<file path="config.mk">
export PLATFORM = sky130hd
export DESIGN_NAME = signed_int_to_decimal_ascii
export DESIGN_NICKNAME = d
export VERILOG_FILES = /design/src/hw/rtl/i2a_pkg.sv /design/src/hw/rtl/i2a_front.sv /design/src/hw/rtl/i2a_back.sv /design/src/hw/rtl/signed_int_to_decimal_ascii.sv
export SDC_FILE = /design/constraint.sdc
export NUM_CORES = 1
export LEC_CHECK = 0
export ABC_AREA = 1
export ABC_CLOCK_PERIOD_IN_PS = 14000
export BUFFER_PORTS_ARGS = -buffer_cell sky130_fd_sc_hd__buf_2
export CORE_MARGIN = 3
export CORE_UTILIZATION = 41
export DETAILED_ROUTE_END_ITERATION = 6
export MAX_ROUTING_LAYER = met4
export PLACE_DENSITY = 0.67
export SLEW_MARGIN = 30
export SYNTH_ARGS = -nofsm -noshare
export SYNTH_HDL_FRONTEND = slang
export SYNTH_SLANG_ARGS = --single-unit
export TNS_END_PERCENT = 1
</file>
<file path="constraint.sdc">
create_clock -name clk -period 14 [get_ports clk]
set_input_delay 1.4 -clock clk [delete_from_list [all_inputs] [get_ports clk]]
set_output_delay 1.4 -clock clk [all_outputs]
set_load 0.01 [all_outputs]
</file>
<file path="src/hw/rtl/i2a_pkg.sv">
// Shared types, constants and digit helpers for the signed integer to
// decimal ASCII converter. No dependencies.
package i2a_pkg;

    localparam int unsigned NUM_POS = 10;

    localparam logic [7:0] CHAR_MINUS = 8'd45;
    localparam logic [7:0] CHAR_ZERO  = 8'd48;

    // Powers of ten, wide enough to hold nine times the largest one
    localparam logic [33:0] POW10 [0:NUM_POS-1] = '{
        34'd1,
        34'd10,
        34'd100,
        34'd1000,
        34'd10000,
        34'd100000,
        34'd1000000,
        34'd10000000,
        34'd100000000,
        34'd1000000000
    };

    typedef enum logic [1:0] {
        ST_IDLE,
        ST_SIGN,
        ST_DIGIT
    } back_state_t;

    // Classified number handed from the front to the back
    typedef struct packed {
        logic        neg;
        logic [31:0] mag;
        logic [3:0]  top_pos;
    } cmd_t;

    // One character waiting in the result queue
    typedef struct packed {
        logic [7:0] ch;
        logic       last;
    } char_t;

    // Position of the most significant nonzero digit (0 for values below ten)
    function automatic logic [3:0] top_position(input logic [31:0] mag);
        logic [3:0] pos;
        pos = 4'd0;
        for (int k = 1; k < NUM_POS; k++)
        begin
            if ({2'b00, mag} >= POW10[k])
            begin
                pos = 4'(k);
            end
        end
        return pos;
    endfunction

    // Decimal digit at a position, given a remainder below ten times its weight
    function automatic logic [3:0] digit_at(input logic [31:0] rem, input logic [3:0] pos);
        logic [3:0] dig;
        dig = 4'd0;
        for (int d = 1; d < 10; d++)
        begin
            if ({2'b00, rem} >= POW10[pos] * 34'(d))
            begin
                dig = 4'(d);
            end
        end
        return dig;
    endfunction

    // Amount that a digit removes from the remainder
    function automatic logic [33:0] digit_weight(input logic [3:0] pos, input logic [3:0] dig);
        return POW10[pos] * {30'd0, dig};
    endfunction

endpackage

</file>
<file path="src/hw/rtl/i2a_front.sv">
// Front end: accepts integers, forms sign, magnitude and top digit position,
// and holds them in a two-entry queue for the back end. Uses i2a_pkg.
module i2a_front (
    input  logic                clk,
    input  logic                rst_n,
    input  logic                push,
    input  logic signed [31:0]  value,
    output logic                full,
    output logic                cmd_valid,
    input  logic                cmd_ready,
    output i2a_pkg::cmd_t       cmd
);
    import i2a_pkg::*;

    logic [1:0]  count_reg, count_next;
    logic        wr_ptr_reg, wr_ptr_next;
    logic        rd_ptr_reg, rd_ptr_next;
    cmd_t        slot_reg [0:1];

    logic [31:0] raw;
    logic [31:0] mag;
    cmd_t        cmd_in;
    logic        do_push;
    logic        do_pop;

    // Classify the incoming number
    always_comb
    begin
        raw            = value;
        mag            = raw[31] ? (~raw + 32'd1) : raw;
        cmd_in.neg     = raw[31];
        cmd_in.mag     = mag;
        cmd_in.top_pos = top_position(mag);
    end

    // Queue handshake
    assign full      = (count_reg == 2'd2);
    assign cmd_valid = (count_reg != 2'd0);
    assign cmd       = slot_reg[rd_ptr_reg];
    assign do_push   = push && !full;
    assign do_pop    = cmd_valid && cmd_ready;

    // Advance pointers and count
    always_comb
    begin
        wr_ptr_next = do_push ? ~wr_ptr_reg : wr_ptr_reg;
        rd_ptr_next = do_pop ? ~rd_ptr_reg : rd_ptr_reg;
        count_next  = count_reg;
        if (do_push && !do_pop)
        begin
            count_next = count_reg + 2'd1;
        end
        else if (do_pop && !do_push)
        begin
            count_next = count_reg - 2'd1;
        end
    end

    always_ff @(posedge clk or negedge rst_n)
    begin
        if (!rst_n)
        begin
            count_reg  <= 2'd0;
            wr_ptr_reg <= 1'b0;
            rd_ptr_reg <= 1'b0;
        end
        else
        begin
            count_reg  <= count_next;
            wr_ptr_reg <= wr_ptr_next;
            rd_ptr_reg <= rd_ptr_next;
        end
    end

    // Store the classified transaction
    always_ff @(posedge clk)
    begin
        if (do_push)
        begin
            slot_reg[wr_ptr_reg] <= cmd_in;
        end
    end

endmodule

</file>
<file path="src/hw/rtl/i2a_back.sv">
// Back end: walks the digits of one number from the top position down, one
// character per cycle while the result queue has room, into a two-entry result queue. Uses i2a_pkg.
module i2a_back (
    input  logic                clk,
    input  logic                rst_n,
    input  logic                cmd_valid,
    output logic                cmd_ready,
    input  i2a_pkg::cmd_t       cmd,
    input  logic                pop,
    output logic                empty,
    output logic [7:0]          ascii_char,
    output logic                last_char
);
    import i2a_pkg::*;

    back_state_t state_reg, state_next;
    logic [31:0] rem_reg, rem_next;
    logic [3:0]  pos_reg, pos_next;

    logic [1:0]  oq_count_reg, oq_count_next;
    logic        oq_wr_reg, oq_wr_next;
    logic        oq_rd_reg, oq_rd_next;
    char_t       oq_slot_reg [0:1];

    logic        oq_full;
    logic        oq_push;
    logic        oq_pop;
    char_t       oq_din;
    char_t       oq_head;
    logic [3:0]  cur_digit;
    logic [33:0] cur_weight;
    logic        last_pos;

    assign cur_digit  = digit_at(rem_reg, pos_reg);
    assign cur_weight = digit_weight(pos_reg, cur_digit);
    assign last_pos   = (pos_reg == 4'd0);
    assign oq_full    = (oq_count_reg == 2'd2);

    // Next state of the digit sequencer
    always_comb
    begin
        state_next = state_reg;
        rem_next   = rem_reg;
        pos_next   = pos_reg;
        case (state_reg)
            ST_IDLE:
            begin
                if (cmd_valid)
                begin
                    rem_next   = cmd.mag;
                    pos_next   = cmd.top_pos;
                    state_next = cmd.neg ? ST_SIGN : ST_DIGIT;
                end
            end
            ST_SIGN:
            begin
                if (!oq_full)
                begin
                    state_next = ST_DIGIT;
                end
            end
            ST_DIGIT:
            begin
                if (!oq_full)
                begin
                    rem_next = rem_reg - cur_weight[31:0];
                    pos_next = pos_reg - 4'd1;
                    if (last_pos)
                    begin
                        // Pick up the next number without returning to idle
                        if (cmd_valid)
                        begin
                            rem_next   = cmd.mag;
                            pos_next   = cmd.top_pos;
                            state_next = cmd.neg ? ST_SIGN : ST_DIGIT;
                        end
                        else
                        begin
                            state_next = ST_IDLE;
                        end
                    end
                end
            end
            default:
            begin
                state_next = ST_IDLE;
            end
        endcase
    end

    // Sequencer outputs: take commands, emit characters
    always_comb
    begin
        cmd_ready   = 1'b0;
        oq_push     = 1'b0;
        oq_din.ch   = CHAR_ZERO;
        oq_din.last = 1'b0;
        case (state_reg)
            ST_IDLE:
            begin
                cmd_ready = 1'b1;
            end
            ST_SIGN:
            begin
                oq_push   = !oq_full;
                oq_din.ch = CHAR_MINUS;
            end
            ST_DIGIT:
            begin
                oq_push     = !oq_full;
                oq_din.ch   = CHAR_ZERO + {4'd0, cur_digit};
                oq_din.last = last_pos;
                cmd_ready   = !oq_full && last_pos;
            end
            default:
            begin
                cmd_ready = 1'b0;
            end
        endcase
    end

    always_ff @(posedge clk or negedge rst_n)
    begin
        if (!rst_n)
        begin
            state_reg <= ST_IDLE;
        end
        else
        begin
            state_reg <= state_next;
        end
    end

    // Working remainder and position
    always_ff @(posedge clk)
    begin
        rem_reg <= rem_next;
        pos_reg <= pos_next;
    end

    // Result queue
    assign oq_head    = oq_slot_reg[oq_rd_reg];
    assign empty      = (oq_count_reg == 2'd0);
    assign ascii_char = oq_head.ch;
    assign last_char  = oq_head.last;
    assign oq_pop     = pop && !empty;

    always_comb
    begin
        oq_wr_next    = oq_push ? ~oq_wr_reg : oq_wr_reg;
        oq_rd_next    = oq_pop ? ~oq_rd_reg : oq_rd_reg;
        oq_count_next = oq_count_reg;
        if (oq_push && !oq_pop)
        begin
            oq_count_next = oq_count_reg + 2'd1;
        end
        else if (oq_pop && !oq_push)
        begin
            oq_count_next = oq_count_reg - 2'd1;
        end
    end

    always_ff @(posedge clk or negedge rst_n)
    begin
        if (!rst_n)
        begin
            oq_count_reg <= 2'd0;
            oq_wr_reg    <= 1'b0;
            oq_rd_reg    <= 1'b0;
        end
        else
        begin
            oq_count_reg <= oq_count_next;
            oq_wr_reg    <= oq_wr_next;
            oq_rd_reg    <= oq_rd_next;
        end
    end

    // Hold each character until popped
    always_ff @(posedge clk)
    begin
        if (oq_push)
        begin
            oq_slot_reg[oq_wr_reg] <= oq_din;
        end
    end

endmodule

</file>
<file path="src/hw/rtl/signed_int_to_decimal_ascii.sv">
// Top level of the signed 32-bit integer to decimal ASCII converter.
// Depends on i2a_pkg, i2a_front and i2a_back.
//
//   channel  | handshake      | payload                 | per transaction
//   ---------+----------------+-------------------------+----------------------------
//   input    | push / full    | value[31:0] signed      | one integer
//   result   | pop / empty    | ascii_char[7:0], last_char | one character, MSD first
//
// A number yields 1 to 11 characters. The digit sequencer in the back end emits
// one character a cycle while the result queue has room, and loads the next
// number in the cycle of the last digit. The front end registers each number
// in its queue before the back end sees it. Reset clears both queues and
// returns the sequencer to idle. Without pop the sequencer stalls once the result
// queue fills; the front keeps accepting until its queue of two numbers fills.
module signed_int_to_decimal_ascii (
    input  logic               clk,
    input  logic               rst_n,
    input  logic               push,
    output logic               full,
    input  logic signed [31:0] value,
    output logic               empty,
    input  logic               pop,
    output logic [7:0]         ascii_char,
    output logic               last_char
);
    import i2a_pkg::*;

    logic cmd_valid;
    logic cmd_ready;
    cmd_t cmd;

    i2a_front u_front (
        .clk       (clk),
        .rst_n     (rst_n),
        .push      (push),
        .value     (value),
        .full      (full),
        .cmd_valid (cmd_valid),
        .cmd_ready (cmd_ready),
        .cmd       (cmd)
    );

    i2a_back u_back (
        .clk        (clk),
        .rst_n      (rst_n),
        .cmd_valid  (cmd_valid),
        .cmd_ready  (cmd_ready),
        .cmd        (cmd),
        .pop        (pop),
        .empty      (empty),
        .ascii_char (ascii_char),
        .last_char  (last_char)
    );

    // Only a minus sign or a decimal digit leaves the block
    a_char_set: assert property (@(posedge clk) disable iff (!rst_n)
        !empty |-> (ascii_char == CHAR_MINUS) ||
                   ((ascii_char >= CHAR_ZERO) && (ascii_char <= CHAR_ZERO + 8'd9)))
        else $error("result character outside the minus/digit set");

    // A sign never ends a number
    a_sign_not_last: assert property (@(posedge clk) disable iff (!rst_n)
        (!empty && (ascii_char == CHAR_MINUS)) |-> !last_char)
        else $error("minus sign marked as last character");

    // A popped sign is followed by a digit of the same number
    a_digit_after_sign: assert property (@(posedge clk) disable iff (!rst_n)
        (!empty && pop && (ascii_char == CHAR_MINUS)) |=>
            (empty || (ascii_char != CHAR_MINUS)))
        else $error("two minus signs in a row");

    // Only the sequencer idle state or a finished number takes a new command
    a_take_on_boundary: assert property (@(posedge clk) disable iff (!rst_n)
        (cmd_valid && cmd_ready) |->
            (u_back.state_reg == ST_IDLE) ||
            ((u_back.state_reg == ST_DIGIT) && u_back.last_pos))
        else $error("command taken mid-number");

endmodule
</file>
==> results.py <==
metrics = {
    "routing": {
        "detail_route.iter0.violations": 1249,
        "1st_pass_router_iterations": 5,
        "drc_errors_left": 0,
        "met2RoutedLength_um": 27000,
        "detail_route.wirelength.met1_um": 28100,
        "route.met3.wl_um": 3030,
        "detail_route.wirelength_um": 59800,
        "wl_per_cell_um": 16.6,
        "maxUsedRoutingLayer": "met4",
        "postRouteAntennaNets": 0,
        "vias": 19000,
        "drt-vias-per-instance": 5.28,
    },
    "clock_network": {
        "cts_hold_repair.buffers": 0,
        "post_cts_resized": 0,
        "postCtsSetupRepairBufs": 0,
        "htree_num_levels": 4,
        "cts.root.buffer_cell": "sky130_fd_sc_hd__clkbuf_16",
        "largest_buffer_count_on_any_clock_path": 2,
        "clkTransAtPathRegs_ns": 0.06,
        "cts_inserted_buffers": 17,
        "cts_sinks": 132,
        "later_pin_clock_latency_in_the_skew_report_ns": 0.42,
        "tritoncts": "yes",
    },
    "timing": {
        "timing.final.crit_period_ns": 12.45,
        "final-hold-violation-count": 0,
        "setup-violations-final": 0,
        "maxSlewViolCount": 0,
        "period_share_pct": 88.9,
        "worstMarginPinSlew_ns": 0.841,
        "rsz_0062_raised_after_global_routing": "no",
        "tns_ns": 0,
        "achievable-frequency_mhz": 80.3,
        "maxSlewHeadroom_pct": 43.4,
        "finClkSkew_ns": 0.00776,
    },
    "floorplanning": {
        "start_util_pct": 41.7,
        "die_height_um": 238,
        "design.portCount": 47,
        "fp.dieW_um": 238,
        "floorplan.core_area_um2": 52900,
        "fp.dieArea_um2": 56600,
        "core.rowCount": 84,
    },
    "yosys": {
        "synth_top_cell_area_share_pct": 23.1,
        "synth-edff-count": 122,
        "synth_compound_gate_area_share_pct": 12.7,
        "yosys_warnings": 0,
        "synthMostInstantiatedCell": "sky130_fd_sc_hd__nand2_1",
        "synth_top_family_by_area": "adder cells",
        "post_synthesis_instance_total": 2846,
        "synth.cell_area_um2": 22100,
        "synth.lib_cells_used.distinct": 69,
        "netlist_top_cells_area": "sky130_fd_sc_hd__ha_1 (23%), sky130_fd_sc_hd__edfxtp_1 (17%), sky130_fd_sc_hd__fa_1 (9.3%)",
        "synthMuxAreaShare_pct": 0.182,
        "post_synth_fa_ha_maj_area_fraction_pct": 32.3,
        "async_reset_ff_share_pct": 7.58,
        "synthFlopType": "sky130_fd_sc_hd__edfxtp_1",
        "avgSynthCellArea_um2": 7.75,
        "synth.top_cells.by_count": "sky130_fd_sc_hd__nand2_1 (507), sky130_fd_sc_hd__inv_1 (489), sky130_fd_sc_hd__ha_1 (407)",
        "synth_top_cell_by_area": "sky130_fd_sc_hd__ha_1",
        "synth_sequential_area_ratio_pct": 17.7,
        "register_bit_count_reported_by_yosys": 132,
        "synth_xor_area_share_pct": 5.92,
        "synth-simple-area-share_pct": 21.5,
    },
    "global_routing": {
        "grt_pass1_wl_um": 97600,
        "overflow_left_after_global_routing": 0,
        "maximum_number_of_pins_on_one_net_before_global_route_repair": 39,
        "grt_antenna_before_repair": 0,
        "grt_use_total_pct": 22.1,
        "first_global_vias": 18500,
    },
    "run": {
        "maxCapViolations": 0,
    },
    "finish": {
        "largest_register_ffs": 74,
        "layout-drive-gt1-share_pct": 6.88,
        "num-fill-cells": 5373,
        "layout.nets": 3438,
        "antenna_cells": 0,
        "flow.area_growth_from_synthesis_pct": 7.44,
    },
    "critical_path": {
        "crit_path_frequent_cell": "sky130_fd_sc_hd__nand2_1",
        "kind_of_start_point_of_the_critical_path": "flip-flop",
        "worst_path_max_delay_cell": "sky130_fd_sc_hd__edfxtp_1",
        "critical_path_class": "flip-flop to flip-flop",
        "cpPeakStageDelay_ns": 0.72,
        "cp_max_fo": 23,
        "critPathArrivalTime_ns": 12.63,
        "cp.required_ns": 14.17,
        "setup.worst_path.end_class": "flip-flop",
    },
    "placed_design": {
        "placement.io_buffers": 43,
        "post-dp-hpwl_um": 49200,
        "gp_congestion": 0.991,
    },
    "run_status": {
        "outcome": "complete, no violations",
    },
    "min_path": {
        "hold_path.class": "flip-flop to flip-flop",
    },
}
-- critical path: cells and delay by family, from the launching register on --
kind | cells | cell delay (ns)
AOI/OAI and AO/OA | 15 | 3.34
xor gates and xnor gates | 2 | 0.28
adders and majority gates | 7 | 2.80
buffers and inverters | 7 | 1.93
DFF | 1 | 0.72
and+or+nand+nor | 24 | 3.11
-- kinds of logic (layout without fill, tap and decap cells) --
kind of cell | after synthesis | in the layout
other cells | 2 | 6
buf+inv | 536 | 592
compound gates | 485 | 485
flops | 132 | 132
xor+xnor | 149 | 149
mux | 4 | 4
simple gates | 1029 | 1029
fa+ha+maj | 509 | 509
-- metal layers --
metal | GRT usage, % | up-vias
met5 | - | -
met4 | 5.90 | 0
met3 | 1.65 | 77
met2 | 35.4 | 467
met1 | 30.3 | 8807
li1 | - | 9622
-- layout make-up --
type / count / area (um2) / share of cell area, %
clock buffer: 18 / 429 / 1.81
clock inverter: 14 / 136 / 0.576
inverter: 497 / 1870 / 7.88
multi-input combinational: 2182 / 16100 / 67.9
sequential: 132 / 3910 / 16.5
tap: 688 / 861 / 3.63
timing repair buffer: 63 / 405 / 1.71
-- stage by stage --
stage	area (um2)	hold WS, ns	worst slack, ns	instances	utilization [%]
2_1_floorplan	22100	0.487	3.87	2850	-
3_3_place_gp	23100	0.518	1.76	3560	43.6
3_5_place_dp	23100	0.524	1.67	3562	43.7
4_1_cts	23700	0.538	1.56	3594	44.8
5_1_grt	23700	0.563	0.530	3594	44.8
6_report	23700	0.534	1.55	3594	44.8
-- final timing paths --
kind                                   start                      to  slack (ns)  cells past startpoint
setup / recovery           u_back.pos_reg[3]      u_back.rem_reg[26]        1.55                     55
hold / removal              u_back.oq_wr_reg        u_back.oq_wr_reg        0.53                      2
setup reg to reg           u_back.pos_reg[3]      u_back.rem_reg[26]        1.55                     55
hold reg to reg             u_back.oq_wr_reg        u_back.oq_wr_reg        0.53                      2
max in group asynchronous              rst_n      u_front.rd_ptr_reg       12.97                      1
min in group asynchronous              rst_n  u_back.oq_count_reg[1]        0.83                      1
-- placed cells by master, fill, tap and decap left out, types with 4 or more instances in the layout --
cell type,count
sky130_fd_sc_hd__inv_1,488
sky130_fd_sc_hd__ha_1,407
sky130_fd_sc_hd__nor3_2,4
sky130_fd_sc_hd__nand2_2,22
sky130_fd_sc_hd__conb_1,6
sky130_fd_sc_hd__a31oi_1,18
sky130_fd_sc_hd__o21ai_1,9
sky130_fd_sc_hd__inv_2,8
sky130_fd_sc_hd__or2_2,10
sky130_fd_sc_hd__xor2_1,101
sky130_fd_sc_hd__o21bai_1,15
sky130_fd_sc_hd__o221a_2,5
sky130_fd_sc_hd__edfxtp_1,122
sky130_fd_sc_hd__nor2_4,23
sky130_fd_sc_hd__nand3b_1,11
sky130_fd_sc_hd__o21ai_0,109
sky130_fd_sc_hd__nor2_1,207
sky130_fd_sc_hd__o21a_1,5
sky130_fd_sc_hd__nor2_2,9
sky130_fd_sc_hd__buf_2,43
sky130_fd_sc_hd__a31o_2,4
sky130_fd_sc_hd__mux2i_1,4
sky130_fd_sc_hd__nor3_1,36
sky130_fd_sc_hd__o211ai_1,13
sky130_fd_sc_hd__a21oi_1,232
sky130_fd_sc_hd__a21o_1,17
sky130_fd_sc_hd__nor4_1,9
sky130_fd_sc_hd__o221ai_1,9
sky130_fd_sc_hd__nand4_1,64
sky130_fd_sc_hd__dfrtp_1,10
sky130_fd_sc_hd__a21boi_0,4
sky130_fd_sc_hd__nand2_4,10
sky130_fd_sc_hd__nand2_1,507
sky130_fd_sc_hd__clkbuf_16,17
sky130_fd_sc_hd__nand3_1,99
sky130_fd_sc_hd__fa_1,102
sky130_fd_sc_hd__xnor2_1,48
sky130_fd_sc_hd__o31ai_1,6
sky130_fd_sc_hd__a211oi_1,21
sky130_fd_sc_hd__buf_4,18
Power is left out: the tool's default activity adds up to more than one toggle a clock period on the data nets, which glitch-free logic cannot reach.
